<file path="src/wswt_pkg.sv">
// Shared types and constants for the working-set window tracker.
package wswt_pkg;

   // Fixed field widths of the streaming and register ports
   localparam int PAGE_W     = 16;
   localparam int TIME_W     = 16;
   localparam int SIZE_W     = 5;
   localparam int WS_W       = 5;
   localparam int REQ_DATA_W = 16;
   localparam int REQ_USER_W = 1;
   localparam int RSP_DATA_W = 40;
   localparam int RSP_PAD_W  = RSP_DATA_W - (TIME_W + SIZE_W + PAGE_W);
   localparam int CSR_ADDR_W = 3;
   localparam int CSR_DATA_W = 32;

   // Register map, indexed by word
   localparam logic REG_WINDOW_SIZE = 1'b0;

   localparam logic [WS_W-1:0]   WINDOW_SIZE_RESET = 5'd6;
   localparam logic [TIME_W-1:0] TIME_MAX          = 16'hFFFF;

   typedef enum logic [2:0] {
      ST_IDLE = 3'b001,
      ST_SCAN = 3'b010,
      ST_EMIT = 3'b100
   } state_type;

endpackage

</file>
<file path="src/wswt_ring.sv">
// History ring of page references with a row of duplicate comparators.
module wswt_ring #(
   parameter int WINDOW_MAX = 16,
   parameter int PAGE_BITS  = 16
) (
   input  logic                          clock,
   input  logic                          wr_en,
   input  logic [$clog2(WINDOW_MAX)-1:0] wr_slot,
   input  logic [PAGE_BITS-1:0]          wr_page,
   input  logic [$clog2(WINDOW_MAX)-1:0] rd_slot,
   input  logic [WINDOW_MAX-1:0]         older_mask,
   output logic [PAGE_BITS-1:0]          rd_page,
   output logic                          rd_dup
);

   logic [PAGE_BITS-1:0]  entries_ff [WINDOW_MAX];
   logic [WINDOW_MAX-1:0] hit;

   always_ff @(posedge clock) begin
      if (wr_en) begin
         entries_ff[wr_slot] <= wr_page;
      end
   end

   assign rd_page = entries_ff[rd_slot];

   // Compare the selected entry against every slot already scanned
   always_comb begin
      for (int j = 0; j < WINDOW_MAX; j++) begin
         hit[j] = older_mask[j] && (entries_ff[j] == rd_page);
      end
   end

   assign rd_dup = |hit;

endmodule

</file>
<file path="src/working_set_window_tracker.sv">
// Working-set window tracker: top level with sequencer, register port and output stage.
//
// Each request transaction carries one page reference (tdata) and a new-list flag (tuser).
// The block keeps the last window_size references in a ring; once a full window has been
// seen since the last new list, it returns one response transaction per distinct page of
// the window, oldest first appearance first, the final one marked by tlast. A reference
// that causes no responses leaves the block idle. Otherwise the item runs a scan pass
// over the effective window (window_size held to 1..WINDOW_MAX) that counts the distinct
// pages through a single row of comparators against the slots already scanned, then an
// emit pass that drives the output register, waits while the response side stalls, and
// stops at the slot of the last distinct page. req_tready is high only between items.
// The time index saturates at 65535. window_size is written over the register port at
// any address with bit 2 clear (0 to 3) and takes effect with the next reference.
module working_set_window_tracker #(
   parameter int WINDOW_MAX = 16,
   parameter int PAGE_BITS  = 16
) (
   input  logic                                  clock,
   input  logic                                  reset,
   // request channel
   input  logic                                  req_tvalid,
   output logic                                  req_tready,
   input  logic [wswt_pkg::REQ_DATA_W-1:0]       req_tdata,  // [15:0] page
   input  logic [wswt_pkg::REQ_USER_W-1:0]       req_tuser,  // [0] new_list
   // response channel
   output logic                                  rsp_tvalid,
   input  logic                                  rsp_tready,
   // [15:0] time_index, [20:16] set_size, [36:21] member_page, [39:37] zero
   output logic [wswt_pkg::RSP_DATA_W-1:0]       rsp_tdata,
   output logic                                  rsp_tlast,  // last_member
   // register port
   input  logic                                  csr_psel,
   input  logic                                  csr_penable,
   input  logic                                  csr_pwrite,
   input  logic [wswt_pkg::CSR_ADDR_W-1:0]       csr_paddr,
   input  logic [wswt_pkg::CSR_DATA_W-1:0]       csr_pwdata,
   output logic [wswt_pkg::CSR_DATA_W-1:0]       csr_prdata,
   output logic                                  csr_pready
);

   localparam int IDX_W = $clog2(WINDOW_MAX);
   localparam int CNT_W = $clog2(WINDOW_MAX + 1);
   localparam logic [IDX_W-1:0] LAST_SLOT = IDX_W'(WINDOW_MAX - 1);

   // control state
   wswt_pkg::state_type               state_ff, state_in;
   logic [wswt_pkg::WS_W-1:0]         ws_ff, ws_in;
   logic [IDX_W-1:0]                  wp_ff, wp_in;
   logic [wswt_pkg::TIME_W-1:0]       seen_ff, seen_in;
   logic [IDX_W-1:0]                  pos_ff, pos_in;
   logic [IDX_W-1:0]                  start_ff, start_in;
   logic [CNT_W-1:0]                  step_ff, step_in;
   logic [CNT_W-1:0]                  w_ff, w_in;
   logic [CNT_W-1:0]                  count_ff, count_in;
   logic [CNT_W-1:0]                  emitted_ff, emitted_in;
   logic [WINDOW_MAX-1:0]             scanned_ff, scanned_in;
   logic                              rsp_valid_ff, rsp_valid_in;

   // payload state
   logic [wswt_pkg::TIME_W-1:0]       stamp_ff, stamp_in;
   logic [WINDOW_MAX-1:0]             first_ff, first_in;
   logic [wswt_pkg::TIME_W-1:0]       rsp_time_ff, rsp_time_in;
   logic [wswt_pkg::SIZE_W-1:0]       rsp_size_ff, rsp_size_in;
   logic [wswt_pkg::PAGE_W-1:0]       rsp_page_ff, rsp_page_in;
   logic                              rsp_last_ff, rsp_last_in;

   logic                              accept;
   logic                              new_list;
   logic [IDX_W-1:0]                  wp_start;
   logic [IDX_W-1:0]                  wp_next;
   logic [wswt_pkg::TIME_W-1:0]       stamp;
   logic [CNT_W-1:0]                  w_eff;
   logic [IDX_W:0]                    start_sum;
   logic [IDX_W-1:0]                  start_slot;
   logic                              run_needed;
   logic [IDX_W-1:0]                  pos_next;
   logic                              out_free;
   logic                              load_out;
   logic                              last_out;
   logic                              csr_write;
   logic                              csr_reg_index;
   logic [PAGE_BITS-1:0]              ring_page;
   logic                              ring_dup;

   wswt_ring #(
      .WINDOW_MAX (WINDOW_MAX),
      .PAGE_BITS  (PAGE_BITS)
   ) u_ring (
      .clock      (clock),
      .wr_en      (accept),
      .wr_slot    (wp_start),
      .wr_page    (PAGE_BITS'(req_tdata)),
      .rd_slot    (pos_ff),
      .older_mask (scanned_ff),
      .rd_page    (ring_page),
      .rd_dup     (ring_dup)
   );

   // register port
   assign csr_pready    = 1'b1;
   assign csr_reg_index = csr_paddr[2];
   assign csr_write     = csr_psel && csr_penable && csr_pwrite && csr_pready
                          && (csr_reg_index == wswt_pkg::REG_WINDOW_SIZE);
   assign csr_prdata    = (csr_reg_index == wswt_pkg::REG_WINDOW_SIZE)
                          ? wswt_pkg::CSR_DATA_W'(ws_ff) : '0;
   assign ws_in         = csr_write ? csr_pwdata[wswt_pkg::WS_W-1:0] : ws_ff;

   // request side decode
   assign req_tready = (state_ff == wswt_pkg::ST_IDLE);
   assign accept     = req_tvalid && req_tready;
   assign new_list   = req_tuser[0];
   assign wp_start   = new_list ? '0 : wp_ff;
   assign wp_next    = (wp_start == LAST_SLOT) ? '0 : wp_start + 1'b1;
   assign stamp      = new_list ? '0 : seen_ff;

   // hold window size to 1..WINDOW_MAX
   always_comb begin
      if (ws_ff == '0) begin
         w_eff = CNT_W'(1);
      end else if (32'(ws_ff) > 32'(WINDOW_MAX)) begin
         w_eff = CNT_W'(WINDOW_MAX);
      end else begin
         w_eff = CNT_W'(ws_ff);
      end
   end

   assign start_sum  = {1'b0, wp_next} + (IDX_W+1)'(WINDOW_MAX) - (IDX_W+1)'(w_eff);
   assign start_slot = (start_sum >= (IDX_W+1)'(WINDOW_MAX))
                       ? IDX_W'(start_sum - (IDX_W+1)'(WINDOW_MAX))
                       : IDX_W'(start_sum);
   assign run_needed = ({1'b0, stamp} + 1'b1) >= (wswt_pkg::TIME_W+1)'(w_eff);

   assign pos_next   = (pos_ff == LAST_SLOT) ? '0 : pos_ff + 1'b1;
   assign out_free   = !rsp_valid_ff || rsp_tready;
   assign load_out   = (state_ff == wswt_pkg::ST_EMIT) && first_ff[pos_ff] && out_free;
   assign last_out   = (emitted_ff == count_ff - 1'b1);

   always_comb begin
      state_in     = state_ff;
      wp_in        = wp_ff;
      seen_in      = seen_ff;
      pos_in       = pos_ff;
      start_in     = start_ff;
      step_in      = step_ff;
      w_in         = w_ff;
      count_in     = count_ff;
      emitted_in   = emitted_ff;
      scanned_in   = scanned_ff;
      stamp_in     = stamp_ff;
      first_in     = first_ff;
      rsp_valid_in = rsp_valid_ff;
      rsp_time_in  = rsp_time_ff;
      rsp_size_in  = rsp_size_ff;
      rsp_page_in  = rsp_page_ff;
      rsp_last_in  = rsp_last_ff;

      // drop the output transaction once taken
      if (rsp_valid_ff && rsp_tready) begin
         rsp_valid_in = 1'b0;
      end

      unique case (state_ff)
         wswt_pkg::ST_IDLE: begin
            if (accept) begin
               wp_in      = wp_next;
               seen_in    = (stamp == wswt_pkg::TIME_MAX) ? stamp : stamp + 1'b1;
               stamp_in   = stamp;
               w_in       = w_eff;
               start_in   = start_slot;
               pos_in     = start_slot;
               step_in    = '0;
               count_in   = '0;
               scanned_in = '0;
               if (run_needed) begin
                  state_in = wswt_pkg::ST_SCAN;
               end
            end
         end
         wswt_pkg::ST_SCAN: begin
            // mark first appearances, oldest slot first
            scanned_in[pos_ff] = 1'b1;
            first_in[pos_ff]   = !ring_dup;
            count_in           = count_ff + CNT_W'(!ring_dup);
            pos_in             = pos_next;
            step_in            = step_ff + 1'b1;
            if (step_ff == w_ff - 1'b1) begin
               state_in   = wswt_pkg::ST_EMIT;
               pos_in     = start_ff;
               step_in    = '0;
               emitted_in = '0;
            end
         end
         wswt_pkg::ST_EMIT: begin
            if (load_out) begin
               rsp_valid_in = 1'b1;
               rsp_time_in  = stamp_ff;
               rsp_size_in  = wswt_pkg::SIZE_W'(count_ff);
               rsp_page_in  = wswt_pkg::PAGE_W'(ring_page);
               rsp_last_in  = last_out;
               emitted_in   = emitted_ff + 1'b1;
               pos_in       = pos_next;
               step_in      = step_ff + 1'b1;
               if (last_out) begin
                  state_in = wswt_pkg::ST_IDLE;
               end
            end else if (!first_ff[pos_ff]) begin
               // skip repeated pages
               pos_in  = pos_next;
               step_in = step_ff + 1'b1;
            end
         end
         default: begin
            state_in = wswt_pkg::ST_IDLE;
         end
      endcase
   end

   always_ff @(posedge clock) begin
      if (reset) begin
         state_ff     <= wswt_pkg::ST_IDLE;
         ws_ff        <= wswt_pkg::WINDOW_SIZE_RESET;
         wp_ff        <= '0;
         seen_ff      <= '0;
         pos_ff       <= '0;
         start_ff     <= '0;
         step_ff      <= '0;
         w_ff         <= '0;
         count_ff     <= '0;
         emitted_ff   <= '0;
         scanned_ff   <= '0;
         rsp_valid_ff <= 1'b0;
      end else begin
         state_ff     <= state_in;
         ws_ff        <= ws_in;
         wp_ff        <= wp_in;
         seen_ff      <= seen_in;
         pos_ff       <= pos_in;
         start_ff     <= start_in;
         step_ff      <= step_in;
         w_ff         <= w_in;
         count_ff     <= count_in;
         emitted_ff   <= emitted_in;
         scanned_ff   <= scanned_in;
         rsp_valid_ff <= rsp_valid_in;
      end
   end

   always_ff @(posedge clock) begin
      stamp_ff    <= stamp_in;
      first_ff    <= first_in;
      rsp_time_ff <= rsp_time_in;
      rsp_size_ff <= rsp_size_in;
      rsp_page_ff <= rsp_page_in;
      rsp_last_ff <= rsp_last_in;
   end

   assign rsp_tvalid = rsp_valid_ff;
   assign rsp_tlast  = rsp_last_ff;
   assign rsp_tdata  = {{wswt_pkg::RSP_PAD_W{1'b0}}, rsp_page_ff, rsp_size_ff, rsp_time_ff};

   // never emit more members than the scan counted
   a_emit_bound: assert property (@(posedge clock) disable iff (reset)
      (state_ff == wswt_pkg::ST_EMIT) |-> (emitted_ff < count_ff))
      else $error("emitted count reached set size while still emitting");

   // distinct count cannot exceed the window
   a_count_bound: assert property (@(posedge clock) disable iff (reset)
      (state_ff != wswt_pkg::ST_IDLE) |-> (count_ff <= w_ff))
      else $error("set size above window");

   // slot walk stays inside the window
   a_step_bound: assert property (@(posedge clock) disable iff (reset)
      (state_ff != wswt_pkg::ST_IDLE) |-> (step_ff < w_ff))
      else $error("slot walk ran past window");

   // last member ends the run
   a_last_ends: assert property (@(posedge clock) disable iff (reset)
      (load_out && last_out) |=> (state_ff == wswt_pkg::ST_IDLE) && rsp_valid_ff && rsp_last_ff)
      else $error("run did not end after last member");

endmodule

</file>
<file path="config.mk">
export PLATFORM = sky130hd
export DESIGN_NAME = working_set_window_tracker
export DESIGN_NICKNAME = d
export VERILOG_FILES = /design/src/wswt_pkg.sv /design/src/wswt_ring.sv /design/src/working_set_window_tracker.sv
export SDC_FILE = /design/constraint.sdc
export NUM_CORES = 1
export LEC_CHECK = 0
export ABC_AREA = 1
export BUFFER_PORTS_ARGS = -buffer_cell sky130_fd_sc_hd__buf_2
export CORE_UTILIZATION = 28
export DETAILED_ROUTE_END_ITERATION = 12
export SETUP_SLACK_MARGIN = 0.15
export SYNTH_ARGS = -nofsm -noshare
export SYNTH_HDL_FRONTEND = slang
export SYNTH_SLANG_ARGS = --single-unit
export TNS_END_PERCENT = 1
</file>
<file path="constraint.sdc">
create_clock -name clock -period 4.8 [get_ports clock]
set_input_delay 0.72 -clock clock [delete_from_list [all_inputs] [get_ports clock]]
set_output_delay 0.72 -clock clock [all_outputs]
set_load 0.1 [all_outputs]
</file>
==> results.md <==
* Max Clk Rate at 0.234 GHz
* GP Congestion at around 0.91
* GR Overflow Total at 0
* Mean Syn Cell Area at a little over 8 µm²
* TritonCTS clock tree: built
* Final worst setup slack at roughly 0.52 ns
* Slew HR at 32.4%
* Setup Buffers After CTS at 0
* First-pass GRT wire length at 101,000 µm
* Slowest cell on crit path: nand2_2
* Register bit total from synthesis at 403
* Die H at 284 µm
* Worst Setup Start Kind: flip-flop
* CP dominant cell by count: nand2_1
* Grt peak-use layer: met2
* Worst path cell trace: inv_2, buf_4, nand3_1, nand3_1, nand3_2, nand2_2, nand2_1, nand2_1, nor2_1, nand2_1, nor2_1, nand3_1, nand2_1, nor2_1, nand2_1, nor2_1, ha_1, ha_1, nand2_1, nor2_1, nand3_1, nand2_1, a21oi_1
* Worst Tran Pin Value at 1.01 ns
* Skew-Pair Late Insertion Delay at 0.59 ns
* Layout Utilization at 31.7%
* Placed cell areas at about 0.024 mm²
* P_int at 7720 µW
* RSZ-0062 raised after global routing: false
* Status: complete, no violations
* Die area at 0.0808 mm²
* Critical path data required time at 5.27 ns
* CP Buf/Inv Count at 2
* Setup violators final at 0
* Largest stage delay on the critical path at between 0.4 and 0.5 ns
* Critical path capture point type: flip-flop
* Largest net degree at the start of global routing at 76
* Share of cells above drive strength 1 at around a tenth
* Yosys top cell by area: edfxtp_1
* Asr flop ratio synth at 0%
* Crit path DAT at 4.75 ns
* M3 GR Usage at 2.26%
* Drt drc at 0
* Worst VDD drop at ~0.31 mV
* Share of total power in the clock network at around 24%
* Initial core utilization at between 20 and 30%
* IO Pins at 135
* Switching part of the total at 45.5%
* Register area share after synthesis at about 51%
* Final hold violations at 0
* Final period util at just under 90%
* GRT met2 Usage at between 20% and 30%
* Clock Skews at 0.0221 ns
* Initial drt markers at 1,726
* Hold path startpoint: csr_pwdata[2]
* CTS Buf Count at 45
* Initial antenna violation count at 2
* Final wirelength at just under 70,000 µm
* Met1 Resource Use GR at about 22%
* Crit path max-delay family: simple AND/OR/NAND/NOR gates
* CTS max path bufs at 3
* Final net count at 2,869
* Vias in the first global route at around 17,000
* Most used DFF post-synth: edfxtp_1
* Top-area cell type share of the netlist area at 43.9%
* Post-route ant nets at 0
* GRT Total Usage at 16.2%
* # hold bufs at CTS at 0
* Final Max Slew Viols at 0
* Final non-filler cell area at 0.0250 mm²
* Share of power burned in registers at between 20 and 30%
* DRT Pass-1 Iters at 6
* Hpwl dp at 45,000 µm
* IO Port Bufs at 74
* Site Rows at 103
* Leakage power at 0.0106 µW
* Setup_tns at 0 ns
* Post-synth EDFFs at 326
* Vias per inst at roughly 4.7
* Leading cell types by count after synthesis: nand2_1, nand3_1, inv_1, edfxtp_1, nor2_1
* Setup WS pre-CTS at roughly 0.60 ns
* Power Dens Cells at 567 mW/mm²
* Max-Cap Viols at 0
* Fin crit period at 4.28 ns
* Clk sinks at around 400
* Comb power frac at roughly 47%
* Max H-tree Level at 2
* Clock-pin slew on the worst setup and hold paths at 0.06 ns
* Area delta synth->final at 12.1%
* Syn Inst Count at around 2,700
* # resized after CTS at 0
* Die W at 284 µm
* Sw power at 6460 µW
* YS warnings at 0
* Critical path fanouts, max at 17
* WL per Instance at 17.4 µm
* Vias at 18,268
* # diodes at 0
* Netlist area before placement at 0.0223 mm²
* Crit Path Class: reg2reg
* Yosys cell types at 45
* HP Class: in2reg
* Clk Tree Root Cell: clkbuf_16
* Top-count cell post-synth: nand2_1
* Top post-synthesis cells by area: edfxtp_1, nand2_1, nand3_1, dfxtp_1, inv_1
* Core region area at 0.0789 mm²
==> routing by layer <==
metal	up-vias	wire, µm	share of wire (%)
met5	-	24	0.036
met4	4	1890	2.8
met3	106	4800	7.1
met2	660	30800	46
met1	8510	29700	44
li1	8988	-	-
==> state kept, by name, indices dropped and copies added, names as in the netlist, 5 cells and up, named ones only <==
name	flops
w_ff	5
ws_ff	5
first_ff	16
step_ff	5
stamp_ff	16
seen_ff	16
u_ring.entries_ff	256
count_ff	5
rsp_time_ff	16
rsp_page_ff	16
emitted_ff	5
rsp_size_ff	5
scanned_ff	16
==> cell type report <==
type                    instances  area, µm²
clock buffers                  48       1140
clock inverters                33        308
fillers                      8271      53900
inverters                     361       1360
multi-input cells            1859       8840
flip-flops and latches        403      11300
well taps                    1050       1310
repair buffers                118        729
==> stage by stage <==
step / power, µW / hold slack, ns / std cells
CTS: 14200 / 0.320 / 3872
global route: 15100 / 0.352 / 3872
detailed placement: 10700 / 0.406 / 3791
floorplan: 9280 / 0.400 / 2763
finish: 14200 / 0.352 / 3872
global placement: 10700 / 0.404 / 3791
==> worst paths after layout <==
check / cells past startpoint / slack (ns) / end
setup / recovery: 23 / 0.52 / count_ff[4]
hold / removal: 3 / 0.35 / ws_ff[2]
setup reg to reg: 23 / 0.52 / count_ff[4]
hold reg to reg: 0 / 0.42 / rsp_time_ff[4]
==> cell families after synthesis <==
group	count (synthesis)	share of synthesized area, %
AOI/OAI and AO/OA	211	5.63
DFF	403	50.8
and+or+nand+nor	1561	30.5
buffers and inverters	501	10.4
xor gates and xnor gates	34	1.33
other	2	0.0336
adders and majority gates	22	1.27
==> layout by cell type (no fill, tap or decap), types with 3 or more instances in the layout <==
cell type / netlist / routed
a211oi_1: 4 / 4
a21boi_0: 9 / 9
a21boi_1: 7 / 7
a21oi_1: 55 / 55
buf_2: 51 / 74
buf_4: 47 / 41
bufinv_16: 0 / 4
clkbuf_1: 13 / 3
clkbuf_16: 0 / 45
clkinv_1: 1 / 8
clkinv_2: 0 / 10
clkinvlp_4: 0 / 7
conb_1: 2 / 31
dfxtp_1: 77 / 74
edfxtp_1: 326 / 326
ha_1: 21 / 21
inv_1: 353 / 353
inv_2: 6 / 6
nand2_1: 804 / 804
nand2_2: 5 / 4
nand2_4: 10 / 11
nand3_1: 362 / 362
nand3_2: 25 / 25
nand3_4: 3 / 3
nand3b_1: 27 / 27
nand4_1: 22 / 22
nor2_1: 272 / 259
nor2_2: 2 / 15
nor3_1: 18 / 14
nor3_2: 1 / 4
nor3b_1: 4 / 4
o211ai_1: 38 / 38
o21ai_0: 53 / 53
o21ai_1: 13 / 13
o22ai_1: 24 / 24
or2_2: 3 / 3
xnor2_1: 10 / 10
xor2_1: 24 / 24
==> worst min-delay path, cell delays in order <==
cell and delay (ns):
buf_2 0.08, nand2_1 0.04, o211ai_1 0.07
==> power by group through the flow <==
stage          Clock (µW)  Sequential [µW]  Combinational, µW
4_1_cts              3520             4150               6530
3_5_place_dp            0             4220               6510
3_3_place_gp            0             4220               6490
5_1_grt              3630             4170               7290
6_report             3430             4150               6590
2_1_floorplan           0             4220               5060
No activity file was read; power rests on OpenSTA's default activity.
